--- src/rtl/core/esc_pkg.sv ---
`timescale 1ns / 1ps
// ----------------------------------------------------------------------------
// esc_pkg
// Types and constants shared by the epoch seconds to calendar converter.
// ----------------------------------------------------------------------------
package esc_pkg;

    localparam int unsigned IN_W    = 38;
    localparam int unsigned YEAR_W  = 14;

    localparam int unsigned EPOCH_YEAR = 1970;
    localparam int unsigned LAST_YEAR  = 9999;

    localparam logic [1:0] EPOCH_MOD4   = 2'(EPOCH_YEAR % 4);
    localparam logic [6:0] EPOCH_MOD100 = 7'(EPOCH_YEAR % 100);
    localparam logic [8:0] EPOCH_MOD400 = 9'(EPOCH_YEAR % 400);

    localparam logic [IN_W-1:0] SECS_PER_MINUTE  = IN_W'(60);
    localparam logic [IN_W-1:0] SECS_PER_HOUR    = IN_W'(60 * 60);
    localparam logic [IN_W-1:0] SECS_PER_DAY     = IN_W'(24 * 60 * 60);
    localparam logic [IN_W-1:0] SECS_COMMON_YEAR = IN_W'(365 * 24 * 60 * 60);
    localparam logic [IN_W-1:0] SECS_LEAP_YEAR   = IN_W'(366 * 24 * 60 * 60);

    localparam logic [3:0] MONTH_FEB = 4'd2;
    localparam logic [3:0] MONTH_DEC = 4'd12;

    typedef enum logic [2:0] {
        ST_IDLE,
        ST_YEAR,
        ST_MONTH,
        ST_DAY,
        ST_HOUR,
        ST_MINUTE,
        ST_FINISH
    } state_t;

    typedef struct packed {
        logic     load;
        logic     year_step;
        logic     mark_over;
        logic     month_step;
        logic     day_step;
        logic     hour_step;
        logic     minute_step;
        logic     finish;
    } esc_cmd_t;

    typedef struct packed {
        logic year_stop;
        logic over;
        logic month_stop;
        logic day_stop;
        logic hour_stop;
        logic minute_stop;
    } esc_status_t;

    function automatic logic [IN_W-1:0] month_secs(logic [3:0] m, logic leap);
        logic [IN_W-1:0] secs;
        unique case (m)
            MONTH_FEB:
            begin
                secs = leap ? IN_W'(29 * 24 * 60 * 60) : IN_W'(28 * 24 * 60 * 60);
            end
            4'd4, 4'd6, 4'd9, 4'd11:     secs = IN_W'(30 * 24 * 60 * 60);
            default:                     secs = IN_W'(31 * 24 * 60 * 60);
        endcase
        return secs;
    endfunction

endpackage

--- src/rtl/core/esc_datapath.sv ---
`timescale 1ns / 1ps
// ----------------------------------------------------------------------------
// esc_datapath
// Year, month, day, hour and minute subtraction loops on the second count
// and the result registers.
// ----------------------------------------------------------------------------
module esc_datapath (
    input  logic                        clk,
    input  logic                        rst_n,
    input  logic [esc_pkg::IN_W-1:0]    epoch_seconds,
    input  esc_pkg::esc_cmd_t           cmd,
    output esc_pkg::esc_status_t        status,
    output logic [5:0]                  second_of_minute,
    output logic [5:0]                  minute_of_hour,
    output logic [4:0]                  hour_of_day,
    output logic [4:0]                  day_of_month,
    output logic [3:0]                  month_of_year,
    output logic [esc_pkg::YEAR_W-1:0]  full_year,
    output logic                        out_of_range
);

    logic [esc_pkg::IN_W-1:0]   secs_reg;
    logic [esc_pkg::YEAR_W-1:0] year_reg;
    logic [1:0]                 mod4_reg;
    logic [6:0]                 mod100_reg;
    logic [8:0]                 mod400_reg;
    logic [3:0]                 mon_reg;
    logic [4:0]                 day_reg;
    logic [4:0]                 hour_reg;
    logic [5:0]                 min_reg;
    logic                       over_reg;

    logic [5:0]                 sec_out_reg;
    logic [5:0]                 min_out_reg;
    logic [4:0]                 hour_out_reg;
    logic [4:0]                 day_out_reg;
    logic [3:0]                 mon_out_reg;
    logic [esc_pkg::YEAR_W-1:0] year_out_reg;
    logic                       oor_out_reg;

    logic                       leap;
    logic [esc_pkg::IN_W-1:0]   year_secs;
    logic [esc_pkg::IN_W-1:0]   mon_secs;

    assign leap      = ((mod4_reg == 2'd0) && (mod100_reg != 7'd0)) || (mod400_reg == 9'd0);
    assign year_secs = leap ? esc_pkg::SECS_LEAP_YEAR : esc_pkg::SECS_COMMON_YEAR;
    assign mon_secs  = esc_pkg::month_secs(mon_reg, leap);

    assign status.year_stop   = secs_reg < year_secs;
    assign status.over        = year_reg >= esc_pkg::YEAR_W'(esc_pkg::LAST_YEAR);
    assign status.month_stop  = (mon_reg == esc_pkg::MONTH_DEC) || (secs_reg < mon_secs);
    assign status.day_stop    = secs_reg < esc_pkg::SECS_PER_DAY;
    assign status.hour_stop   = secs_reg < esc_pkg::SECS_PER_HOUR;
    assign status.minute_stop = secs_reg < esc_pkg::SECS_PER_MINUTE;

    always_ff @(posedge clk or negedge rst_n)
    begin
        if (!rst_n)
        begin
            secs_reg     <= '0;
            year_reg     <= '0;
            mod4_reg     <= 2'd0;
            mod100_reg   <= 7'd0;
            mod400_reg   <= 9'd0;
            mon_reg      <= 4'd0;
            day_reg      <= 5'd0;
            hour_reg     <= 5'd0;
            min_reg      <= 6'd0;
            over_reg     <= 1'b0;
            sec_out_reg  <= 6'd0;
            min_out_reg  <= 6'd0;
            hour_out_reg <= 5'd0;
            day_out_reg  <= 5'd0;
            mon_out_reg  <= 4'd0;
            year_out_reg <= '0;
            oor_out_reg  <= 1'b0;
        end
        else if (cmd.load)
        begin
            secs_reg   <= epoch_seconds;
            year_reg   <= esc_pkg::YEAR_W'(esc_pkg::EPOCH_YEAR);
            mod4_reg   <= esc_pkg::EPOCH_MOD4;
            mod100_reg <= esc_pkg::EPOCH_MOD100;
            mod400_reg <= esc_pkg::EPOCH_MOD400;
            mon_reg    <= 4'd1;
            day_reg    <= 5'd1;
            hour_reg   <= 5'd0;
            min_reg    <= 6'd0;
            over_reg   <= 1'b0;
        end
        else if (cmd.year_step)
        begin
            secs_reg   <= secs_reg - year_secs;
            year_reg   <= year_reg + 1'b1;
            mod4_reg   <= mod4_reg + 2'd1;
            mod100_reg <= (mod100_reg == 7'd99) ? 7'd0 : mod100_reg + 7'd1;
            mod400_reg <= (mod400_reg == 9'd399) ? 9'd0 : mod400_reg + 9'd1;
        end
        else if (cmd.mark_over)
        begin
            over_reg <= 1'b1;
        end
        else if (cmd.month_step)
        begin
            secs_reg <= secs_reg - mon_secs;
            mon_reg  <= mon_reg + 4'd1;
        end
        else if (cmd.day_step)
        begin
            secs_reg <= secs_reg - esc_pkg::SECS_PER_DAY;
            day_reg  <= day_reg + 5'd1;
        end
        else if (cmd.hour_step)
        begin
            secs_reg <= secs_reg - esc_pkg::SECS_PER_HOUR;
            hour_reg <= hour_reg + 5'd1;
        end
        else if (cmd.minute_step)
        begin
            secs_reg <= secs_reg - esc_pkg::SECS_PER_MINUTE;
            min_reg  <= min_reg + 6'd1;
        end
        else if (cmd.finish)
        begin
            if (over_reg)
            begin
                sec_out_reg  <= 6'd0;
                min_out_reg  <= 6'd0;
                hour_out_reg <= 5'd0;
                day_out_reg  <= 5'd0;
                mon_out_reg  <= 4'd0;
                year_out_reg <= '0;
                oor_out_reg  <= 1'b1;
            end
            else
            begin
                sec_out_reg  <= secs_reg[5:0];
                min_out_reg  <= min_reg;
                hour_out_reg <= hour_reg;
                day_out_reg  <= day_reg;
                mon_out_reg  <= mon_reg;
                year_out_reg <= year_reg;
                oor_out_reg  <= 1'b0;
            end
        end
    end

    assign second_of_minute = sec_out_reg;
    assign minute_of_hour   = min_out_reg;
    assign hour_of_day      = hour_out_reg;
    assign day_of_month     = day_out_reg;
    assign month_of_year    = mon_out_reg;
    assign full_year        = year_out_reg;
    assign out_of_range     = oor_out_reg;

endmodule

--- src/rtl/core/esc_ctrl.sv ---
`timescale 1ns / 1ps
// ----------------------------------------------------------------------------
// esc_ctrl
// Sequencer for the converter: the year, month, day, hour and minute loops
// and the result strobe.
// ----------------------------------------------------------------------------
module esc_ctrl (
    input  logic                  clk,
    input  logic                  rst_n,
    input  logic                  start,
    input  esc_pkg::esc_status_t  status,
    output esc_pkg::esc_cmd_t     cmd,
    output logic                  busy,
    output logic                  done
);

    esc_pkg::state_t              state_reg;
    esc_pkg::state_t              state_next;
    logic                         done_reg;

    always_ff @(posedge clk or negedge rst_n)
    begin
        if (!rst_n)
        begin
            state_reg <= esc_pkg::ST_IDLE;
            done_reg  <= 1'b0;
        end
        else
        begin
            state_reg <= state_next;
            done_reg  <= cmd.finish;
        end
    end

    always_comb
    begin
        state_next = state_reg;
        unique case (state_reg)
            esc_pkg::ST_IDLE:
            begin
                if (start)
                begin
                    state_next = esc_pkg::ST_YEAR;
                end
            end
            esc_pkg::ST_YEAR:
            begin
                if (status.year_stop)
                begin
                    state_next = esc_pkg::ST_MONTH;
                end
                else if (status.over)
                begin
                    state_next = esc_pkg::ST_FINISH;
                end
            end
            esc_pkg::ST_MONTH:
            begin
                if (status.month_stop)
                begin
                    state_next = esc_pkg::ST_DAY;
                end
            end
            esc_pkg::ST_DAY:
            begin
                if (status.day_stop)
                begin
                    state_next = esc_pkg::ST_HOUR;
                end
            end
            esc_pkg::ST_HOUR:
            begin
                if (status.hour_stop)
                begin
                    state_next = esc_pkg::ST_MINUTE;
                end
            end
            esc_pkg::ST_MINUTE:
            begin
                if (status.minute_stop)
                begin
                    state_next = esc_pkg::ST_FINISH;
                end
            end
            esc_pkg::ST_FINISH:
            begin
                state_next = esc_pkg::ST_IDLE;
            end
            default:
            begin
                state_next = esc_pkg::ST_IDLE;
            end
        endcase
    end

    always_comb
    begin
        cmd = '0;
        unique case (state_reg)
            esc_pkg::ST_IDLE:   cmd.load = start;
            esc_pkg::ST_YEAR:
            begin
                cmd.year_step = !status.year_stop && !status.over;
                cmd.mark_over = !status.year_stop && status.over;
            end
            esc_pkg::ST_MONTH:  cmd.month_step  = !status.month_stop;
            esc_pkg::ST_DAY:    cmd.day_step    = !status.day_stop;
            esc_pkg::ST_HOUR:   cmd.hour_step   = !status.hour_stop;
            esc_pkg::ST_MINUTE: cmd.minute_step = !status.minute_stop;
            esc_pkg::ST_FINISH: cmd.finish      = 1'b1;
            default: ;
        endcase
    end

    assign busy = state_reg != esc_pkg::ST_IDLE;
    assign done = done_reg;

endmodule

--- src/rtl/core/epoch_seconds_to_calendar_core.sv ---
`timescale 1ns / 1ps
// ----------------------------------------------------------------------------
// epoch_seconds_to_calendar_core
// Converts seconds since 1970-01-01 00:00:00 to Gregorian date and time.
// ----------------------------------------------------------------------------
// A transaction starts when start is high while busy is low. The result
// appears on the output ports with done, a one-cycle strobe, in the first
// cycle after busy falls, and must be captured then: the receiver cannot
// stall the block. The second count is reduced by one year, month, day, hour
// or minute per cycle, and busy stays high while these loops run; the year
// loop can take by far the most steps. Past 9999-12-31 out_of_range is set
// and every other field is zero. A new start may be accepted in the done
// cycle. Outputs hold their last result until the next done.
// ----------------------------------------------------------------------------
module epoch_seconds_to_calendar_core (
    input  logic                        clk,
    input  logic                        rst_n,
    input  logic                        start,
    output logic                        busy,
    input  logic [esc_pkg::IN_W-1:0]    epoch_seconds,
    output logic                        done,
    output logic [5:0]                  second_of_minute,
    output logic [5:0]                  minute_of_hour,
    output logic [4:0]                  hour_of_day,
    output logic [4:0]                  day_of_month,
    output logic [3:0]                  month_of_year,
    output logic [esc_pkg::YEAR_W-1:0]  full_year,
    output logic                        out_of_range
);

    esc_pkg::esc_cmd_t    cmd;
    esc_pkg::esc_status_t status;

    esc_ctrl u_ctrl (
        .clk    (clk),
        .rst_n  (rst_n),
        .start  (start),
        .status (status),
        .cmd    (cmd),
        .busy   (busy),
        .done   (done)
    );

    esc_datapath u_datapath (
        .clk              (clk),
        .rst_n            (rst_n),
        .epoch_seconds    (epoch_seconds),
        .cmd              (cmd),
        .status           (status),
        .second_of_minute (second_of_minute),
        .minute_of_hour   (minute_of_hour),
        .hour_of_day      (hour_of_day),
        .day_of_month     (day_of_month),
        .month_of_year    (month_of_year),
        .full_year        (full_year),
        .out_of_range     (out_of_range)
    );

endmodule

--- config.mk ---
export PLATFORM = sky130hd
export DESIGN_NAME = epoch_seconds_to_calendar_core
export DESIGN_NICKNAME = d
export VERILOG_FILES = /design/src/rtl/core/esc_pkg.sv /design/src/rtl/core/esc_datapath.sv /design/src/rtl/core/esc_ctrl.sv /design/src/rtl/core/epoch_seconds_to_calendar_core.sv
export SDC_FILE = /design/constraint.sdc
export NUM_CORES = 1
export LEC_CHECK = 0
export BUFFER_PORTS_ARGS = -buffer_cell sky130_fd_sc_hd__buf_2
export CAP_MARGIN = 20
export CORE_MARGIN = 1.5
export CORE_UTILIZATION = 52
export DETAILED_ROUTE_END_ITERATION = 10
export PLACE_DENSITY = 0.71
export SLEW_MARGIN = 30
export SYNTH_ARGS = -nofsm -noshare
export SYNTH_HDL_FRONTEND = slang
export SYNTH_SLANG_ARGS = --single-unit
--- constraint.sdc ---
create_clock -name clk -period 4.8 [get_ports clk]
set_input_delay 0.48 -clock clk [delete_from_list [all_inputs] [get_ports clk]]
set_output_delay 0.48 -clock clk [all_outputs]
set_load 0.01 [all_outputs]
==> out/results.ini, run 1 <==
[run_status]
status = completed

[final_layout]
fin_cells = 1349
fill_cells = 1490
area_delta_synth_final_pct = 13.1
finalNetCount = 1197
drive_gt1_share_pct = 14.0
n_antenna_cell = 0
largest_register_ffs = 38

[clock_tree]
cts.path.max_buffers = 2
clock_sink_count = 136
clk_pin_slew_ns = 0.06
clkLatencyLatePin_ns = 0.43
postCtsHoldBufs = 0
htree_num_levels = 4
cts_buffers = 17
cts_tree = yes
clock-root-buffer = clkbuf_16

[grt]
grt_max_degree = 96
antenna_found_initial = 0
gr-total-overflow = 0
track_usage_pct = 27.2
grt_pass1_wl_um = 39200
grt_pass1_vias = 7698

[routing]
drt_first_pass_iters = 5
highest_layer = met4
drtAntennaViolNets = 0
num_vias = 8247
via_per_inst = 6.11
wl_met2_um = 10500
routedWlPerCell_um = 17.4
dr.first_iter.drc_count = 585
wl_met3_um = 1540
drc = 0
drt-total-wl_um = 23400
wl_met1_um = 10900

[power_and_ir_drop]
leakage_nw = 4.46
ir_drop_mv = 0.354
power_mw = 7.56
cellPowerDensity_mw_per_mm2 = 749

[yosys]
ys.flop_type = dfrtp_1
yosysTopAreaCellShare_pct = 38.1
synth.largest_area_cell = dfrtp_1
ys_warn_count = 0
synth-seq-cells = 136
yosysSeqAreaShare_pct = 38.1
async_reset_ff_share_pct = 100
synth_edf_count = 0
syn_nets = 1145
netlist_instances = 1064
postSynthAreaPerCell_um2 = 8.39
ys_types = 82
synthTopCellsByArea = dfrtp_1 38%, ha_1 5.5%, nand2_1 5.4%
synth_area_mm2 = 0.00893

[job]
maxCapViolations = 0

[sta]
relSlewSlack_pct = 47.1
tns_ns = 0
drv_slew = 0
setup_violations = 0
finalCritPeriodShare_pct = 92.8
min_period_ns = 4.45
finalHoldViolCount = 0
fmax_ghz = 0.225
tightestPinTransition_ns = 0.786
hold_ws_ns = 0.137
finClkSkew_ns = 0.0170

[worst_setup_path]
arrival_ns = 4.80
critPathCaptureType = flip-flop
crit_required_ns = 5.15
timing.rr.end = u_datapath.secs_reg[32]$_DFFE_PN0P_
startpoint = u_datapath.mod100_reg[0]$_DFFE_PN0N_
regToRegStartpoint = u_datapath.mod100_reg[0]$_DFFE_PN0N_
reg2reg_depth = 18
critPathKind = reg -> reg
ff2ff_setup_slack_ns = 0.35
cp_max_fo = 11
cp-start-kind = flip-flop

[floorplanning]
die-height_um = 134
start_util_pct = 53.5
ios = 84
die_x_um = 134
die_area_mm2 = 0.0180
core_area_mm2 = 0.0167
num_rows = 47

[place]
dp.cells = 1317
hpwl_um = 16100
gp_congestion = 0.915
port-buffer-count = 83

[worst_hold_path]
hold_path_class = in -> async

area by class of cell:
| cell class | count | area, µm² | share of cell area [%] |
|---|---|---|---|
| clock buffer | 18 | 429 | 4.25 |
| clock inverter | 14 | 138 | 1.36 |
| inverter | 31 | 116 | 1.15 |
| multi-input combinational | 830 | 5180 | 51.3 |
| sequential | 136 | 3400 | 33.7 |
| tap | 220 | 275 | 2.73 |
| timing repair buffer | 100 | 556 | 5.50 |
what timing repair did:
item,CTS,global route
endpoints found under the setup margin,0,4
gates resized for setup,0,3
setup buffers,0,0
per-layer routing:
| layer | GRT usage [%] | vias up |
|---|---|---|
| met1 | 38.6 | 3957 |
| met5 | 0 | - |
| li1 | - | 3966 |
| met2 | 41.3 | 288 |
| met4 | 10.6 | 0 |
| met3 | 5.25 | 36 |
through the flow:
stage	util [%]	setup slack [ns]	cell area (µm²)
final	60.5	0.348	10100
after global routing	60.5	-0.0370	10100
after global placement	56.9	0.405	9500
after CTS	60.3	0.275	10100
after detailed placement	56.9	0.328	9500
after floorplan	-	0.705	8930
synth_stat cells, types with 4 or more instances:
| library cell | count |
|---|---|
| a211o_1 | 4 |
| nand2b_1 | 41 |
| ha_1 | 39 |
| or2_2 | 4 |
| xor2_1 | 29 |
| or3_1 | 13 |
| a221oi_1 | 4 |
| nor2b_1 | 4 |
| o21ai_1 | 5 |
| buf_2 | 6 |
| a22oi_1 | 5 |
| a21o_1 | 9 |
| o21ai_0 | 92 |
| nor2_1 | 97 |
| o22ai_1 | 8 |
| a211oi_1 | 10 |
| a21oi_1 | 64 |
| o211ai_1 | 11 |
| nor3_1 | 24 |
| mux2i_1 | 6 |
| a2111oi_0 | 4 |
| and3_1 | 17 |
| nor4_1 | 9 |
| nand4_1 | 20 |
| or4_1 | 4 |
| o31ai_1 | 16 |
| nand3b_1 | 5 |
| inv_1 | 31 |
| nand3_1 | 30 |
| dfrtp_1 | 136 |
| xnor2_1 | 24 |
| clkbuf_1 | 57 |
| and2_1 | 5 |
| nand2_1 | 129 |
| o21a_1 | 6 |
| a31oi_1 | 27 |
power by group:
part	internal [mW]	switching, mW
Combinational	1.65	2.47
Clock	0.726	0.544
Sequential	1.58	0.587
Total	3.96	3.60
cell usage in the layout (no fill, tap or decap), types with 8 or more instances in the layout:
master | Yosys | final
inv_1 | 31 | 31
ha_1 | 39 | 39
nor4_1 | 9 | 9
o22ai_1 | 8 | 8
nand2_1 | 129 | 128
a21o_1 | 9 | 9
nand3_1 | 30 | 30
buf_4 | 0 | 16
dfrtp_1 | 136 | 135
xnor2_1 | 24 | 24
clkbuf_16 | 0 | 17
xor2_1 | 29 | 29
nand4_1 | 20 | 20
a31oi_1 | 27 | 24
nor2_1 | 97 | 97
o211ai_1 | 11 | 11
o31ai_1 | 16 | 16
or3_1 | 13 | 13
a21oi_1 | 64 | 64
nand2b_1 | 41 | 41
and3_1 | 17 | 17
a211oi_1 | 10 | 9
buf_2 | 6 | 82
o21ai_0 | 92 | 92
nor3_1 | 24 | 24
how the worst max path moves through the flow:
stage          depth (start not counted)                                    to  slack, ns
2_1_floorplan                         17  u_datapath.mod400_reg[8]$_DFFE_PN0N_       0.70
4_1_cts                               18   u_datapath.secs_reg[35]$_DFFE_PN0P_       0.28
3_3_place_gp                          18   u_datapath.secs_reg[35]$_DFFE_PN0P_       0.40
5_1_grt                               18   u_datapath.secs_reg[32]$_DFFE_PN0P_      -0.04
6_report                              18   u_datapath.secs_reg[32]$_DFFE_PN0P_       0.35
3_5_place_dp                          18   u_datapath.secs_reg[32]$_DFFE_PN0P_       0.33
worst max-delay path, stage by stage (launching register included):
cell,delay [ns]
dfrtp_1,0.42
inv_1,0.07
ha_1,0.13
nor3b_1,0.16
a21boi_0,0.12
a31o_2,0.30
nand2_1,0.10
inv_1,0.06
nor2_1,0.28
inv_1,0.08
ha_1,0.38
and3_1,0.19
nand4_1,0.14
a31oi_2,0.39
o21a_1,0.42
o211ai_1,0.17
and2_1,0.29
or4_1,0.50
a31oi_1,0.17
cells by family (layout without fill, tap and decap cells):
group / Yosys count / count (layout) / share of synthesized area [%]
buffers and inverters: 98 / 163 / 4.37
AOI/OAI and AO/OA: 311 / 311 / 22.5
DFF: 136 / 136 / 38.1
xor gates and xnor gates: 53 / 53 / 5.20
adders and majority gates: 40 / 40 / 5.69
and+or+nand+nor: 418 / 418 / 23.2
muxes: 8 / 8 / 0.925
No activity file was read; power rests on OpenSTA's default activity.
==> run 2: changes to the inputs <==
--- a/config.mk
+++ b/config.mk
@@ -5,12 +5,13 @@
 export SDC_FILE = /design/constraint.sdc
 export NUM_CORES = 1
 export LEC_CHECK = 0
+export ABC_AREA = 1
 export BUFFER_PORTS_ARGS = -buffer_cell sky130_fd_sc_hd__buf_2
 export CAP_MARGIN = 20
 export CORE_MARGIN = 1.5
 export CORE_UTILIZATION = 52
 export DETAILED_ROUTE_END_ITERATION = 10
-export PLACE_DENSITY = 0.71
+export PLACE_DENSITY = 0.73
 export SLEW_MARGIN = 30
 export SYNTH_ARGS = -nofsm -noshare
 export SYNTH_HDL_FRONTEND = slang
==> run 2 against run 1 <==
Synthesized cell count is 84% higher. First-iteration DRC count is 130% higher. Area after synthesis is 37% higher. Clock power grew 9%. Setup slack improved by 0.29 ns. Utilization shrank 2.3 points. Die area increased by 36%. Global-route usage up 6.6 points.
==> out/results.ini, run 2 <==
[grt]
gr-total-overflow = 0
grt_pass1_vias = 12100
grt_max_degree = 91
grt_pass1_wl_um = 64700
track_usage_pct = 33.9
antenna_found_initial = 0

[yosys]
yosysSeqAreaShare_pct = 27.9
synth.largest_area_cell = dfrtp_1
netlist_instances = 1956
syn_nets = 2037
yosysMostFrequentCell = nand2_1
ys.flop_type = dfrtp_1
synthTopCellsByCount = 658 x nand2_1, 238 x nor2_1, 193 x inv_1
async_reset_ff_share_pct = 100
ys_types = 54
synthTopCellsByArea = dfrtp_1 28%, nand2_1 20%, nor2_1 7.3%
synth_edf_count = 0
synth_area_mm2 = 0.0122
postSynthAreaPerCell_um2 = 6.24
yosysTopAreaCellShare_pct = 27.9
ys_warn_count = 0
synth-seq-cells = 136

[routing]
via_per_inst = 5.63
drt-total-wl_um = 40300
drc = 0
dr.first_iter.drc_count = 1333
routedWlPerCell_um = 17.3
num_vias = 13100
drtAntennaViolNets = 0
drt_first_pass_iters = 6

[sta]
rsz0062_at_grt = no
fmax_ghz = 0.240
tightestPinTransition_ns = 0.846
finClkSkew_ns = 0.0122
min_period_ns = 4.16
relSlewSlack_pct = 43.5
tns_ns = 0
finalCritPeriodShare_pct = 86.7
drv_slew = 0
hold_ws_ns = 0.128
setup_violations = 0
finalHoldViolCount = 0
worst_slack_ns = 0.641

[clock_tree]
ctsResizeCount = 0
cts_tree = yes
clock-root-buffer = clkbuf_16
clock_sink_count = 136
cts.path.max_buffers = 2
htree_num_levels = 4
clk_pin_slew_ns = 0.07
cts_buffers = 17
clkLatencyLatePin_ns = 0.43
post_cts_buffers = 0
postCtsHoldBufs = 0

[floorplanning]
start_util_pct = 53.4
die-height_um = 156
die_x_um = 156
num_rows = 55
ios = 84
die_area_mm2 = 0.0244
core_area_mm2 = 0.0228

[worst_setup_path]
crit_family = simple AND/OR/NAND/NOR gates
timing.rr.end = u_datapath.year_reg[13]$_DFFE_PN0N_
reg2reg_depth = 19
critPathKind = reg -> reg
crit_top_cell = nand2_1
arrival_ns = 4.52
critPathCaptureType = flip-flop
critPathBufInv = 3
slowest_delay_ns = 0.56
cp_max_fo = 30
path_cells = nor3_1, nand4_1, nand2_1, inv_1, ha_1, inv_2, nor2_1, nand2_1, nor3_1, nand2_1, nand2_1, nand2_1, nand2_2, nand2_4, inv_2, nand3_2, nor3_2, nand4_1, a21oi_1
cpMaxStageDelayCell = inv_2
regToRegStartpoint = u_datapath.mod400_reg[5]$_DFFE_PN0N_
crit_required_ns = 5.16
cp-start-kind = flip-flop
ff2ff_setup_slack_ns = 0.64

[power_and_ir_drop]
power_mw = 10.6
ir_drop_mv = 0.428
cellPowerDensity_mw_per_mm2 = 796
leakage_nw = 6.88

[final_layout]
postLayoutCellArea_mm2 = 0.0133
post-route-util_pct = 58.1
fin_cells = 2329
area_delta_synth_final_pct = 8.80
drive_gt1_share_pct = 9.92
largest_register_ffs = 38
final_cell_mix = 657 x nand2_1, 238 x nor2_1, 192 x inv_1
final_common_cell = nand2_1
finalNetCount = 2084
n_antenna_cell = 0

[place]
gp_congestion = 1.05
dp.cells = 2297
place_area_mm2 = 0.0127
port-buffer-count = 83
hpwl_um = 30000
pre_cts_slack_ns = 0.695

[worst_hold_path]
hold_path_class = in -> async

[job]
maxCapViolations = 0

[run_status]
status = completed

-- run 2: cell count changes in the layout (fill, tap and decap cells not counted), sizes merged, moves of 39 or more --
cell,delta
nand2,+543
inv,+180
nor2,+156
nand3,+123
nand2b,-41
xor2,+39
-- run 2: layout make-up --
| cell class | instances | area, µm² |
|---|---|---|
| Timing Repair Buffer | 102 | 564 |
| Inverter | 214 | 808 |
| Multi-Input combinational cell | 1532 | 7510 |
| Clock buffer | 17 | 425 |
| Tap cell | 313 | 392 |
| Clock inverter | 15 | 176 |
| Fill cell | 2339 | 9570 |
| Sequential cell | 136 | 3400 |
-- run 2: routing by layer --
layer  global-route usage (%)  vias to the layer above  share of wire [%]
met5                        0                        -                  0
met4                     18.9                        0                5.4
met3                     5.21                      125                8.5
met2                     52.7                      646                 44
met1                     45.1                     5990                 42
li1                         -                     6343                  -
-- run 2: how the worst max path moves through the flow --
stage                                                      to  slack [ns]  depth (start not counted)                            startpoint
after floorplan             u_datapath.mon_reg[3]$_DFFE_PN0P_        1.75                         22     u_datapath.mon_reg[0]$_DFFE_PN0P_
after global placement    u_datapath.secs_reg[31]$_DFFE_PN0P_        0.82                         21  u_datapath.mod100_reg[4]$_DFFE_PN0N_
final                     u_datapath.year_reg[13]$_DFFE_PN0N_        0.64                         19  u_datapath.mod400_reg[5]$_DFFE_PN0N_
after CTS                 u_datapath.secs_reg[31]$_DFFE_PN0P_        0.68                         21  u_datapath.mod100_reg[4]$_DFFE_PN0N_
after detailed placement  u_datapath.secs_reg[31]$_DFFE_PN0P_        0.70                         21  u_datapath.mod100_reg[4]$_DFFE_PN0N_
after global routing       u_datapath.year_reg[9]$_DFFE_PN0N_        0.15                         21  u_datapath.mod400_reg[4]$_DFFE_PN0N_
-- run 2: cell families (layout without fill, tap and decap cells) --
logic type / after synthesis / count (layout) / share of synthesized area [%]
AO/OA/AOI/OAI: 254 / 254 / 11.4
XOR/XNOR: 76 / 76 / 5.45
adder cells (fa/ha/maj): 40 / 40 / 4.16
buffers and inverters: 288 / 348 / 10.6
flip-flops: 136 / 136 / 27.9
multiplexers: 1 / 1 / 0.0820
AND/OR/NAND/NOR: 1161 / 1161 / 40.4
-- run 2: where the power goes --
part | leakage, nW | total (mW) | internal, mW | switching, mW
Clock | 0.286 | 1.38 | 0.746 | 0.634
Combinational | 4.89 | 7.01 | 2.16 | 4.85
Sequential | 1.70 | 2.19 | 1.61 | 0.579
Total | 6.88 | 10.6 | 4.52 | 6.06
==> run 3: changes to the inputs <==
--- a/config.mk
+++ b/config.mk
@@ -8,11 +8,14 @@
 export ABC_AREA = 1
 export BUFFER_PORTS_ARGS = -buffer_cell sky130_fd_sc_hd__buf_2
 export CAP_MARGIN = 20
+export CELL_PAD_IN_SITES_DETAIL_PLACEMENT = 2
+export CELL_PAD_IN_SITES_GLOBAL_PLACEMENT = 2
 export CORE_MARGIN = 1.5
-export CORE_UTILIZATION = 52
+export CORE_UTILIZATION = 34
 export DETAILED_ROUTE_END_ITERATION = 10
-export PLACE_DENSITY = 0.73
+export PLACE_DENSITY = 0.85
 export SLEW_MARGIN = 30
 export SYNTH_ARGS = -nofsm -noshare
 export SYNTH_HDL_FRONTEND = slang
 export SYNTH_SLANG_ARGS = --single-unit
+export TNS_END_PERCENT = 30
==> run 3 against run 2 <==
Worst hold slack improved by 0.12 ns. Global-route usage shrank 2.5 points. Critical path depth increased by 3. Power increased by 8.0%. Clock power grew 3%. Utilization down 20 points. Largest power group unchanged. Die area grew 52%. Highest routed layer unchanged. First-iteration DRC count is 43% lower. Clock skew is 0.0019 ns higher. Final area rose by 1.9%. Sequential cell count did not move.
==> out/results.ini, run 3 (synthesized netlist as in run 2, its figures left out) <==
[run_status]
status = completed

[place]
gp_congestion = 0.972
pre_cts_slack_ns = 0.411
port-buffer-count = 83
dp.cells = 2450
hpwl_um = 42000

[power_and_ir_drop]
combPwrFrac_pct = 67.9
power_mw = 11.4
power_switching_mw = 6.75
sw_frac_of_total_pct = 59.1
ir_drop_mv = 0.468
cellPowerDensity_mw_per_mm2 = 845
leakage_nw = 6.91
internal_power_mw = 4.68
pwr-share-clk_pct = 12.4
seq_power_share_pct = 19.7

[final_layout]
post-route-util_pct = 38.1
fin_cells = 2480
n_antenna_cell = 0
area_delta_synth_final_pct = 10.9
drive_gt1_share_pct = 9.96
finalNetCount = 2090
final_common_cell = nand2_1
fill_cells = 4478
largest_register_ffs = 38
final_cell_mix = 657 x nand2_1, 238 x nor2_1, 192 x inv_1

[routing]
drt-total-wl_um = 56500
drc = 0
dr.first_iter.drc_count = 764
drt_first_pass_iters = 5
drtAntennaViolNets = 0
via_per_inst = 5.59
routedWlPerCell_um = 22.8
num_vias = 13900

[grt]
antenna_found_initial = 0
met1_usage_pct = 38.0
met3_usage_pct = 3.53
gr-usage-met2_pct = 55.1
busiest_layer = met2
gr-total-overflow = 0
grt_pass1_vias = 15100
grt_max_degree = 70
track_usage_pct = 31.4
grt_pass1_wl_um = 88300

[clock_tree]
clk_pin_slew_ns = 0.06
clock_sink_count = 136
post_cts_buffers = 0
cts_tree = yes
clock-root-buffer = clkbuf_16
htree_num_levels = 4
cts_buffers = 17
clkLatencyLatePin_ns = 0.46
cts.path.max_buffers = 2

[sta]
relSlewSlack_pct = 37.4
finalHoldViolCount = 0
fmax_ghz = 0.225
finClkSkew_ns = 0.0141
min_period_ns = 4.45
rsz0062_at_grt = no
tns_ns = 0
drv_slew = 0
worst_slack_ns = 0.355
finalCritPeriodShare_pct = 92.6
tightestPinTransition_ns = 0.936
setup_violations = 0

[floorplanning]
ios = 84
start_util_pct = 34.4
die_x_um = 192
die_area_mm2 = 0.0370
die-height_um = 192
num_rows = 69
core_area_mm2 = 0.0355

[job]
maxCapViolations = 0

[worst_hold_path]
hold_path_class = in -> reg

[worst_setup_path]
cp-start-kind = flip-flop
cp_max_fo = 21
critPathCaptureType = flip-flop
arrival_ns = 4.79
crit_required_ns = 5.14
critPathKind = reg -> reg

## run 3: changes by cell type in the layout (fill, tap and decap cells not counted), moves of 2 or more
cell / previous run / this run
clkinv_8: 2 / 0
inv_6: 4 / 2
clkinv_4: 0 / 2
inv_2: 16 / 14
buf_4: 19 / 21
inv_8: 5 / 0
nand2_2: 10 / 8
nand2_4: 5 / 7
clkinv_2: 2 / 4
bufinv_16: 1 / 3
buf_6: 1 / 3
## run 3: area by class of cell
class                      count  area (µm²)  share of cell area, %
inverter                     214         812                   6.00
tap                          461         577                   4.26
clock buffer                  19         443                   3.27
clock inverter                10         145                   1.07
timing repair buffer         108         632                   4.67
multi-input combinational   1532        7520                   55.6
sequential                   136        3400                   25.1
## run 3: per-layer routing
metal,up-vias,routed length [µm]
met2,377,28000
met3,139,2120
met5,-,0
li1,6342,-
met1,7016,23800
met4,0,2700
## run 3: path summary, 6_finish.rpt
path	startpoint	endpoint	slack [ns]	depth (start not counted)
worst max register to register	u_datapath.mon_reg[0]$_DFFE_PN0P_	u_datapath.secs_reg[26]$_DFFE_PN0P_	0.35	22
worst min register to register	u_datapath.full_year[0]$_DFFE_PN0P_	u_datapath.full_year[0]$_DFFE_PN0P_	0.48	2
worst min-delay path	epoch_seconds[0]	u_datapath.secs_reg[0]$_DFFE_PN0P_	0.24	3
min in group asynchronous	rst_n	u_datapath.hour_of_day[4]$_DFFE_PN0P_	0.46	2
max in group asynchronous	rst_n	u_datapath.mod100_reg[5]$_DFFE_PN0N_	3.38	3
worst max-delay path	u_datapath.mon_reg[0]$_DFFE_PN0P_	u_datapath.secs_reg[26]$_DFFE_PN0P_	0.35	22
## run 3: critical path, cell delays in order, from the launching register on
cell	delay, ns
dfrtp_1	0.45
inv_1	0.14
ha_1	0.24
o211ai_1	0.19
nand2_1	0.18
nor2_1	0.25
inv_1	0.15
nand2_1	0.23
ha_1	0.34
a21oi_1	0.25
nand2_1	0.08
a21oi_1	0.14
nand2_1	0.15
nand2_1	0.19
nand2_4	0.16
nor2_4	0.22
nand2_4	0.09
nor2_8	0.32
inv_1	0.25
nand2_1	0.13
nand2_1	0.06
nand2_1	0.07
inv_1	0.04
## run 3: stage by stage
stage | hold slack (ns) | area [µm²]
finish | 0.244 | 13500
global route | 0.278 | 13500
CTS | 0.233 | 13500
detailed placement | 0.368 | 12900
global placement | 0.360 | 12900
floorplan | 0.184 | 12200
## run 3: power groups by stage
stage          Sequential (mW)  Clock [mW]  Combinational [mW]
6_report                  2.25        1.42                7.77
5_1_grt                   2.29        1.46                8.57
4_1_cts                   2.23        1.43                7.71
3_5_place_dp              2.22           0                7.51
3_3_place_gp              2.18           0                7.12
2_1_floorplan             1.99           0                5.23
## run 3: repair_timing
action,in CTS,in global routing
gates resized for setup,0,5
endpoints found under the setup margin,0,19
endpoints found under the hold margin,26,0
hold buffers,1,0
